**src/hw/rtl/tks_pkg.sv**
```systemverilog
// Shared constants, types and command/status structs of the top-k selection block.
// No dependencies; compiled before every other file.
`timescale 1ns / 1ps

package tks_pkg;

  localparam int VALUE_W    = 32;
  localparam int K_MAX      = 16;
  localparam int ROW_MAX    = 4096;
  localparam int POS_W      = $clog2(ROW_MAX);
  localparam int KEPT_POS_W = 12;
  localparam int CNT_W      = $clog2(K_MAX + 1);
  localparam int IDX_W      = (K_MAX > 1) ? $clog2(K_MAX) : 1;
  localparam int KEEP_W     = 5;

  // Configuration port
  localparam int PADDR_W   = 3;
  localparam int PDATA_W   = 32;
  localparam int REG_IDX_W = PADDR_W - 2;

  localparam logic [REG_IDX_W-1:0] REG_KEEP_COUNT   = REG_IDX_W'(0);
  localparam logic [REG_IDX_W-1:0] REG_WANT_LARGEST = REG_IDX_W'(1);

  localparam logic [KEEP_W-1:0] KEEP_COUNT_RST = KEEP_W'(1);

  typedef enum logic {
    ST_IDLE,
    ST_EMIT
  } ctrl_state_t;

  typedef struct packed {
    logic [CNT_W-1:0] keep_eff;
    logic             want_largest;
  } cfg_t;

  typedef struct packed {
    logic insert;
    logic trim;
    logic load_out;
    logic clear_row;
  } dp_cmd_t;

  typedef struct packed {
    logic over;
    logic out_free;
    logic emit_last;
  } dp_status_t;

endpackage

```
**src/hw/rtl/tks_if.sv**
```systemverilog
// Stream channel interfaces: row elements in, kept results out.
// Depends on tks_pkg for field widths.
`timescale 1ns / 1ps

interface tks_in_if;
  logic                              valid;
  logic                              ready;
  logic signed [tks_pkg::VALUE_W-1:0] sample_value;
  logic                              row_end;

  modport source (output valid, sample_value, row_end, input ready);
  modport sink   (input valid, sample_value, row_end, output ready);
endinterface

interface tks_out_if;
  logic                                 valid;
  logic                                 ready;
  logic signed [tks_pkg::VALUE_W-1:0]    kept_value;
  logic        [tks_pkg::KEPT_POS_W-1:0] kept_position;
  logic                                 final_result;

  modport source (output valid, kept_value, kept_position, final_result, input ready);
  modport sink   (input valid, kept_value, kept_position, final_result, output ready);
endinterface

```
**src/hw/rtl/topk_select_sorted_core.sv**
```systemverilog
// Top-k selection over a streamed row of signed values, best first on row end.
// Depends on tks_pkg, tks_if, tks_regs, tks_ctrl and tks_dp.
`timescale 1ns / 1ps

// Keeps the k largest (want_largest=1) or k smallest row elements with their
// row positions; on equal values the earlier element stays. A row of 16
// compare-and-shift cells, held sorted by (value, position), inserts and
// evicts in the cycle of the transaction. After the element that carries
// row_end, min(k, row length) results follow, one a cycle while the output
// is not stalled, through the single output register, with the input held
// off until the last of them is loaded. If keep_count is lowered in the
// middle of a row, the worst entries are dropped until the set fits the new
// k before the next element is taken. Configuration is written over the APB
// port (keep_count at 0x0, want_largest at 0x4); the user is to write it
// only while idle, as the block itself has no guard for this.
module topk_select_sorted_core (
  input  logic                        clk,
  input  logic                        rst,
  tks_in_if.sink                      in_ch,
  tks_out_if.source                   out_ch,
  input  logic                        psel,
  input  logic                        penable,
  input  logic                        pwrite,
  input  logic [tks_pkg::PADDR_W-1:0] paddr,
  input  logic [tks_pkg::PDATA_W-1:0] pwdata,
  output logic [tks_pkg::PDATA_W-1:0] prdata,
  output logic                        pready
);
  import tks_pkg::*;

  cfg_t       cfg;
  dp_cmd_t    cmd;
  dp_status_t status;

  tks_regs u_regs (
    .clk     (clk),
    .rst     (rst),
    .psel    (psel),
    .penable (penable),
    .pwrite  (pwrite),
    .paddr   (paddr),
    .pwdata  (pwdata),
    .prdata  (prdata),
    .pready  (pready),
    .cfg     (cfg)
  );

  tks_ctrl u_ctrl (
    .clk      (clk),
    .rst      (rst),
    .in_valid (in_ch.valid),
    .row_end  (in_ch.row_end),
    .in_ready (in_ch.ready),
    .status   (status),
    .cmd      (cmd)
  );

  tks_dp u_dp (
    .clk           (clk),
    .rst           (rst),
    .cfg           (cfg),
    .cmd           (cmd),
    .status        (status),
    .sample_value  (in_ch.sample_value),
    .row_end       (in_ch.row_end),
    .out_ready     (out_ch.ready),
    .out_valid     (out_ch.valid),
    .kept_value    (out_ch.kept_value),
    .kept_position (out_ch.kept_position),
    .final_result  (out_ch.final_result)
  );

endmodule

```
**src/hw/rtl/tks_regs.sv**
```systemverilog
// APB-style configuration registers: keep count and selection mode.
// Depends on tks_pkg; produces the clamped k used by the datapath.
`timescale 1ns / 1ps

module tks_regs (
  input  logic                          clk,
  input  logic                          rst,
  input  logic                          psel,
  input  logic                          penable,
  input  logic                          pwrite,
  input  logic [tks_pkg::PADDR_W-1:0]   paddr,
  input  logic [tks_pkg::PDATA_W-1:0]   pwdata,
  output logic [tks_pkg::PDATA_W-1:0]   prdata,
  output logic                          pready,
  output tks_pkg::cfg_t                 cfg
);
  import tks_pkg::*;

  logic [KEEP_W-1:0]    keep_count;
  logic                 want_largest;
  logic [REG_IDX_W-1:0] reg_idx;
  logic                 wr_en;

  assign reg_idx = paddr[PADDR_W-1:2];
  assign wr_en   = psel && penable && pwrite;
  assign pready  = 1'b1;

  always_ff @(posedge clk) begin
    if (rst) begin
      keep_count   <= KEEP_COUNT_RST;
      want_largest <= 1'b1;
    end else if (wr_en) begin
      unique case (reg_idx)
        REG_KEEP_COUNT:   keep_count   <= pwdata[KEEP_W-1:0];
        REG_WANT_LARGEST: want_largest <= pwdata[0];
        default: ;
      endcase
    end
  end

  always_comb begin
    unique case (reg_idx)
      REG_KEEP_COUNT:   prdata = PDATA_W'(keep_count);
      REG_WANT_LARGEST: prdata = PDATA_W'(want_largest);
      default:          prdata = '0;
    endcase
  end

  // zero acts as one, anything above the store depth acts as the depth
  always_comb begin
    cfg.want_largest = want_largest;
    if (keep_count == '0) begin
      cfg.keep_eff = CNT_W'(1);
    end else if (32'(keep_count) > 32'(K_MAX)) begin
      cfg.keep_eff = CNT_W'(K_MAX);
    end else begin
      cfg.keep_eff = CNT_W'(keep_count);
    end
  end

endmodule

```
**src/hw/rtl/tks_ctrl.sv**
```systemverilog
// Controller: accepts row elements, trims the kept set and sequences the output.
// Depends on tks_pkg; drives tks_dp through dp_cmd_t and reads dp_status_t.
`timescale 1ns / 1ps

module tks_ctrl (
  input  logic                clk,
  input  logic                rst,
  input  logic                in_valid,
  input  logic                row_end,
  output logic                in_ready,
  input  tks_pkg::dp_status_t status,
  output tks_pkg::dp_cmd_t    cmd
);
  import tks_pkg::*;

  ctrl_state_t state;
  ctrl_state_t state_next;

  always_ff @(posedge clk) begin
    if (rst) begin
      state <= ST_IDLE;
    end else begin
      state <= state_next;
    end
  end

  always_comb begin
    state_next = state;
    unique case (state)
      ST_IDLE: begin
        if (in_valid && !status.over && row_end) begin
          state_next = ST_EMIT;
        end
      end
      ST_EMIT: begin
        if (status.out_free && status.emit_last) begin
          state_next = ST_IDLE;
        end
      end
      default: state_next = ST_IDLE;
    endcase
  end

  always_comb begin
    in_ready      = 1'b0;
    cmd           = '0;
    unique case (state)
      ST_IDLE: begin
        // k lowered mid-row: once an element waits, drop one worst entry a cycle
        // under the mode in force at that point, then take the element
        in_ready   = !status.over;
        cmd.trim   = in_valid && status.over;
        cmd.insert = in_valid && !status.over;
      end
      ST_EMIT: begin
        cmd.load_out  = status.out_free;
        cmd.clear_row = status.out_free && status.emit_last;
      end
      default: ;
    endcase
  end

endmodule

```
**src/hw/rtl/tks_dp.sv**
```systemverilog
// Datapath: kept set as a row of cells sorted by (value, position) ascending,
// insert/evict as a single registered update, output register. Depends on tks_pkg.
`timescale 1ns / 1ps

module tks_dp (
  input  logic                               clk,
  input  logic                               rst,
  input  tks_pkg::cfg_t                      cfg,
  input  tks_pkg::dp_cmd_t                   cmd,
  output tks_pkg::dp_status_t                status,
  input  logic signed [tks_pkg::VALUE_W-1:0] sample_value,
  input  logic                               row_end,
  input  logic                               out_ready,
  output logic                               out_valid,
  output logic signed [tks_pkg::VALUE_W-1:0] kept_value,
  output logic [tks_pkg::KEPT_POS_W-1:0]     kept_position,
  output logic                               final_result
);
  import tks_pkg::*;

  logic signed [VALUE_W-1:0] vals      [K_MAX];
  logic        [POS_W-1:0]   poss      [K_MAX];
  logic signed [VALUE_W-1:0] vals_next [K_MAX];
  logic        [POS_W-1:0]   poss_next [K_MAX];
  logic signed [VALUE_W-1:0] up_v      [K_MAX];
  logic        [POS_W-1:0]   up_p      [K_MAX];
  logic signed [VALUE_W-1:0] dn_v      [K_MAX];
  logic        [POS_W-1:0]   dn_p      [K_MAX];

  logic [CNT_W-1:0] fill;
  logic [CNT_W-1:0] fill_next;
  logic [CNT_W-1:0] lim;
  logic [CNT_W-1:0] emit_cnt;
  logic [CNT_W-1:0] rd_cnt;
  logic [IDX_W-1:0] rd_idx;
  logic [POS_W-1:0] row_pos;
  logic [POS_W-1:0] row_pos_next;

  logic [K_MAX-1:0] le;
  logic [K_MAX-1:0] gtv;
  logic [K_MAX:0]   le_lo;
  logic [K_MAX:0]   le_hi;
  logic             full;
  logic             better_low;
  logic             better_high;
  logic             do_up;
  logic             do_dn;
  logic             do_drop;

  // Largest mode evicts the bottom cell, smallest mode the top one.
  // In smallest mode with a full set the top cell is left out of the compare
  // so the shift-up insert overwrites it.
  always_comb begin
    full = (fill >= cfg.keep_eff);
    lim  = (full && !cfg.want_largest) ? fill - CNT_W'(1) : fill;
    for (int i = 0; i < K_MAX; i++) begin
      le[i]  = (CNT_W'(i) < lim) &&
               ((vals[i] < sample_value) ||
                ((vals[i] == sample_value) && (poss[i] <= row_pos)));
      gtv[i] = (CNT_W'(i) < fill) && (vals[i] > sample_value);
    end
    le_lo       = {le, 1'b1};
    le_hi       = {1'b0, le};
    better_low  = sample_value > vals[0];
    better_high = |gtv;
  end

  always_comb begin
    for (int i = 0; i < K_MAX; i++) begin
      // insert with cells above the slot moving up
      if (le[i]) begin
        up_v[i] = vals[i];
        up_p[i] = poss[i];
      end else if (le_lo[i]) begin
        up_v[i] = sample_value;
        up_p[i] = row_pos;
      end else if (i > 0) begin
        up_v[i] = vals[i-1];
        up_p[i] = poss[i-1];
      end else begin
        up_v[i] = vals[i];
        up_p[i] = poss[i];
      end
      // bottom cell evicted, cells below the slot moving down
      if (le_hi[i+1] && (i < K_MAX - 1)) begin
        dn_v[i] = vals[i+1];
        dn_p[i] = poss[i+1];
      end else if (le[i]) begin
        dn_v[i] = sample_value;
        dn_p[i] = row_pos;
      end else begin
        dn_v[i] = vals[i];
        dn_p[i] = poss[i];
      end
    end
  end

  always_comb begin
    do_up   = cmd.insert && (!full || (!cfg.want_largest && better_high));
    do_dn   = cmd.insert && full && cfg.want_largest && better_low;
    do_drop = cmd.trim && cfg.want_largest;
    for (int i = 0; i < K_MAX; i++) begin
      priority if (do_up) begin
        vals_next[i] = up_v[i];
        poss_next[i] = up_p[i];
      end else if (do_dn) begin
        vals_next[i] = dn_v[i];
        poss_next[i] = dn_p[i];
      end else if (do_drop && (i < K_MAX - 1)) begin
        vals_next[i] = vals[i+1];
        poss_next[i] = poss[i+1];
      end else begin
        vals_next[i] = vals[i];
        poss_next[i] = poss[i];
      end
    end
  end

  always_ff @(posedge clk) begin
    for (int i = 0; i < K_MAX; i++) begin
      vals[i] <= vals_next[i];
      poss[i] <= poss_next[i];
    end
  end

  always_comb begin
    fill_next = fill;
    priority if (cmd.clear_row) begin
      fill_next = '0;
    end else if (cmd.insert && !full) begin
      fill_next = fill + CNT_W'(1);
    end else if (cmd.trim) begin
      fill_next = fill - CNT_W'(1);
    end

    row_pos_next = row_pos;
    priority if (cmd.clear_row) begin
      row_pos_next = '0;
    end else if (cmd.insert && !row_end) begin
      row_pos_next = (row_pos == POS_W'(ROW_MAX - 1)) ? '0 : row_pos + POS_W'(1);
    end
  end

  // best first: top down in largest mode, bottom up in smallest mode
  assign rd_cnt = cfg.want_largest ? fill - CNT_W'(1) - emit_cnt : emit_cnt;
  assign rd_idx = rd_cnt[IDX_W-1:0];

  assign status.over      = fill > cfg.keep_eff;
  assign status.out_free  = !out_valid || out_ready;
  assign status.emit_last = (emit_cnt == fill - CNT_W'(1));

  always_ff @(posedge clk) begin
    if (rst) begin
      fill      <= '0;
      row_pos   <= '0;
      emit_cnt  <= '0;
      out_valid <= 1'b0;
    end else begin
      fill    <= fill_next;
      row_pos <= row_pos_next;
      if (cmd.load_out) begin
        emit_cnt  <= status.emit_last ? '0 : emit_cnt + CNT_W'(1);
        out_valid <= 1'b1;
      end else if (out_ready) begin
        out_valid <= 1'b0;
      end
    end
  end

  always_ff @(posedge clk) begin
    if (cmd.load_out) begin
      kept_value    <= vals[rd_idx];
      kept_position <= KEPT_POS_W'(poss[rd_idx]);
      final_result  <= status.emit_last;
    end
  end

endmodule

```
**src/flat_wrapper.sv**
```systemverilog
// flat-port wrapper written by rule: the top's interface ports become plain ports
module topk_select_sorted_core_flat import tks_pkg::*;
  (clk, rst, psel, penable, pwrite, paddr, pwdata, prdata, pready, in_ch_valid, in_ch_sample_value, in_ch_row_end, in_ch_ready, out_ch_valid, out_ch_kept_value, out_ch_kept_position, out_ch_final_result, out_ch_ready);
  tks_in_if in_ch_i ();
  tks_out_if out_ch_i ();
  input  logic clk;
  input  logic rst;
  input  logic psel;
  input  logic penable;
  input  logic pwrite;
  input  logic [tks_pkg::PADDR_W-1:0] paddr;
  input  logic [tks_pkg::PDATA_W-1:0] pwdata;
  output logic [tks_pkg::PDATA_W-1:0] prdata;
  output logic pready;
  input wire logic [$bits(in_ch_i.valid)-1:0] in_ch_valid;
  input wire logic [$bits(in_ch_i.sample_value)-1:0] in_ch_sample_value;
  input wire logic [$bits(in_ch_i.row_end)-1:0] in_ch_row_end;
  output wire logic [$bits(in_ch_i.ready)-1:0] in_ch_ready;
  output wire logic [$bits(out_ch_i.valid)-1:0] out_ch_valid;
  output wire logic [$bits(out_ch_i.kept_value)-1:0] out_ch_kept_value;
  output wire logic [$bits(out_ch_i.kept_position)-1:0] out_ch_kept_position;
  output wire logic [$bits(out_ch_i.final_result)-1:0] out_ch_final_result;
  input wire logic [$bits(out_ch_i.ready)-1:0] out_ch_ready;
  assign in_ch_i.valid = in_ch_valid;
  assign in_ch_i.sample_value = in_ch_sample_value;
  assign in_ch_i.row_end = in_ch_row_end;
  assign in_ch_ready = in_ch_i.ready;
  assign out_ch_valid = out_ch_i.valid;
  assign out_ch_kept_value = out_ch_i.kept_value;
  assign out_ch_kept_position = out_ch_i.kept_position;
  assign out_ch_final_result = out_ch_i.final_result;
  assign out_ch_i.ready = out_ch_ready;
  topk_select_sorted_core u_core (.clk(clk), .rst(rst), .in_ch(in_ch_i), .out_ch(out_ch_i), .psel(psel), .penable(penable), .pwrite(pwrite), .paddr(paddr), .pwdata(pwdata), .prdata(prdata), .pready(pready));
endmodule
```
**config.mk**
```make
export PLATFORM = sky130hd
export DESIGN_NAME = topk_select_sorted_core_flat
export DESIGN_NICKNAME = d
export VERILOG_FILES = /design/src/hw/rtl/tks_pkg.sv /design/src/hw/rtl/tks_if.sv /design/src/hw/rtl/topk_select_sorted_core.sv /design/src/hw/rtl/tks_regs.sv /design/src/hw/rtl/tks_ctrl.sv /design/src/hw/rtl/tks_dp.sv /design/src/flat_wrapper.sv
export SDC_FILE = /design/constraint.sdc
export NUM_CORES = 2
export LEC_CHECK = 0
export BUFFER_PORTS_ARGS = -buffer_cell sky130_fd_sc_hd__buf_2
export CAP_MARGIN = 25
export CORE_UTILIZATION = 45
export CTS_BUF_LIST = sky130_fd_sc_hd__clkbuf_16
export CTS_CLUSTER_DIAMETER = 200
export DETAILED_ROUTE_END_ITERATION = 8
export GPL_TIMING_DRIVEN = 0
export HOLD_SLACK_MARGIN = 0.1
export PLACE_DENSITY_LB_ADDON = 0.12
export SETUP_SLACK_MARGIN = 0.02
export SLEW_MARGIN = 40
export SYNTH_ARGS = -nofsm -noshare
export SYNTH_HDL_FRONTEND = slang
export SYNTH_SLANG_ARGS = --single-unit
```
**constraint.sdc**
```tcl
create_clock -name clk -period 48.1 [get_ports clk]
set_clock_uncertainty 0.1 [all_clocks]
set_input_delay 9.62 -clock clk [delete_from_list [all_inputs] [get_ports clk]]
set_output_delay 9.62 -clock clk [all_outputs]
set_load 0.02 [all_outputs]
```
==> run metrics <==
Yosys warning total 0; CP endpoint kind primary output; most used cell, CP buf_2; CP Class primary input to primary output; syn avg cell area 9.44 sq um; DRT iter0 DRCs 11472; Sinks on Clock Net 779; top sig layer met5; hold path depth 2; port bufs 96; WL/cell 37.6 um; total track usage 45.2%; Max-cap violations 0; flops & latches, synth 779; share of cells above drive strength 1 14.8%; Clock Root Buffer clkbuf_16; kind of cell adding the most delay to the critical path multiplexers; global-route wire length before repair 537000 um; Die H 410 um; grt ovf 0; highest-count cells in the layout ignoring fill and taps 915 x a21oi_1, 845 x mux2i_1, 801 x nor2_1; outcome finished with violations; post-CTS setup buffer count 0; Post-Synthesis Cell Area 74900 sq um; startpoint types primary input; relative slew slack 32.1%; Post-synth ARST share 0%; top_reg_cell synth edfxtp_1; Mapped Cells 7936; Max Freq 50.1 MHz; Buf/Inv on CP 2; Die ar. 168000 sq um; worst hold slack 0.434 ns; vias per cell 7.08; vias in the first global route 67171; metal3 WL 43900 um; endpoints failing hold 0; initial antenna violation count 19; H-tree levels 3; GPL Wtd Cong 1.06; worst-margin pin slew 1.01 ns; CTS Buf Count 104; row count 149; hold_sp u_core.u_regs.keep_count[0]$_SDFFE_PP1P_; Finish-stage setup viols 0; crit share post-route 41.5%; WL met1 161000 um; placed cells 10289; crit path time final 19.98 ns; Clk pin slew, worst setup/hold paths 0.06 ns; CP required 38.38 ns; CTS tree built; Hold/Removal Path Class flip-flop to flip-flop; R2R setup slack 38.96 ns; Routed WL 395000 um; post-cts sizing count 0; post-detail-place hpwl 320000 um; slowest CP cell mux2_2; Hold-fix buffers, CTS 0; failing checks design-rule violations; Worst EP arrival 10.26 ns; Ports 155; max incr delay on CP 0.34 ns; Initial Util 45.4%; post-synthesis sequential area ratio 30.8%; Hold Crit Endpoint u_core.u_regs.keep_count[0]$_SDFFE_PP1P_; Cell Count, Final, Fillers Out 10502; pin count of the biggest net entering global routing 39; Die W 410 um; clock buffer depth 3; DRC Markers 26; Vias 74363; Worst Reg-to-Reg Cells 19; worst-path cell chain buf_2 > mux2_2 > buf_2; met2 WL 162000 um; total core area 165000 sq um; CP Max Fanout 7; post-route ant nets 0; post-layout net count 9000; worst r2r src u_core.u_dp.vals[14][31]$_DFFE_PP_; RSZ-0062 raised after global routing false; commonest non-fill, non-tap cell in the layout a21oi_1; Slew Viols, Final 0; EDFF count, synth 749; drt first pass iters 9; synth unique cells 95; Reg-to-Reg End u_core.u_dp.vals[14][23]$_DFFE_PP_; P&R area growth vs syn 10.7%; worst skew pair latency 0.81 ns; Critical Path Start paddr[2]; setup TNS 0 ns
[kinds of logic after synthesis]
| family | synth area share, % |
|---|---|
| AOI/OAI and AO/OA | 19.6 |
| adders and majority gates | 12.0 |
| muxes | 21.0 |
| buffers and inverters | 4.92 |
| xor gates and xnor gates | 0.304 |
| DFF | 30.8 |
| and+or+nand+nor | 11.3 |
| other | 0.0100 |
[worst max path at each step]
stage          cells after the start                            endpoint  slack (ns)
3_5_place_dp                       3                           prdata[0]       28.13
3_3_place_gp                      17  u_core.u_dp.vals[14][22]$_DFFE_PP_        4.46
6_report                           3                           prdata[0]       28.12
5_1_grt                            3                           prdata[0]       28.10
2_1_floorplan                     17   u_core.u_dp.poss[10][0]$_DFFE_PP_       20.41
4_1_cts                            3                           prdata[0]       28.12
[registers in the layout, indices dropped and copies added (netlist names)]
register,flops
u_core.u_dp.emit_cnt,5
u_core.u_regs.want_largest,1
u_core.u_dp.vals,512
u_core.u_dp.out_valid,1
u_core.u_dp.final_result,1
u_core.u_dp.fill,5
u_core.u_dp.kept_value,32
u_core.u_dp.kept_position,12
u_core.u_dp.poss,192
u_core.u_regs.keep_count,5
u_core.u_dp.row_pos,12
u_core.u_ctrl.state,1
[worst register-to-register path, cell delays in order (launching register included)]
cell       delay, ns
edfxtp_1        0.67
ha_1            0.45
nand4_1         0.23
nor4_1          0.68
nand4_1         0.67
nand3b_1        0.69
o21ai_0         0.27
o22ai_1         0.14
a2111oi_1       0.63
nand4_4         0.64
nand2_2         0.49
buf_4           0.41
buf_2           0.51
buf_2           0.68
nand2_4         0.37
buf_12          0.30
buf_12          0.21
buf_12          0.23
buf_12          0.23
buf_12          0.22
[Yosys cell counts (30+ instances only)]
master / count / area [sq um]
mux4_2: 176 / 3960
a21o_1: 104 / 781
nand4_1: 148 / 926
o211ai_1: 323 / 2420
a211oi_1: 114 / 856
buf_2: 169 / 846
clkbuf_1: 381 / 1430
o21ai_0: 242 / 1210
nand2_1: 625 / 2350
nor2b_1: 92 / 576
nor2_1: 803 / 3010
edfxtp_1: 749 / 22500
buf_1: 71 / 267
buf_4: 51 / 383
o22ai_1: 256 / 1600
o2bb2ai_1: 48 / 420
a22oi_1: 49 / 368
dfxtp_1: 30 / 601
nand3_1: 83 / 415
mux2i_1: 848 / 8490
a21oi_1: 916 / 4580
a22o_1: 87 / 762
ha_1: 717 / 8970
nor3_1: 37 / 185
mux2_2: 235 / 2650
inv_1: 138 / 518
a31oi_1: 55 / 344
[layout make-up]
class	instances	area (sq um)
Inverter	139	524
Tap cell	2189	2740
Timing Repair Buffer	139	1240
Antenna cell	17	42.5
Fill cell	15852	82200
Clock buffer	109	2730
Multi-Input combinational cell	6353	48500
Sequential cell	779	23100
Clock inverter	86	721
Buffer	691	3350
[metrics by stage]
step | area, sq um | worst slack [ns] | utilization (%)
3_3_place_gp | 78200 | 4.46 | 47.4
3_5_place_dp | 79300 | 28.13 | 48.0
5_1_grt | 82900 | 28.10 | 50.2
2_1_floorplan | 75000 | 20.41 | -
4_1_cts | 82800 | 28.12 | 50.1
6_report | 82900 | 28.12 | 50.2
[layer usage]
layer	track usage (%)	vias to the layer above
li1	-	31099
met4	26.3	12
met3	10.5	1116
met2	64.9	5341
met1	61.9	36795
met5	0	-
Power is not shown: default switching activity piles up to over one toggle a cycle in this logic, so the estimate is an artifact.
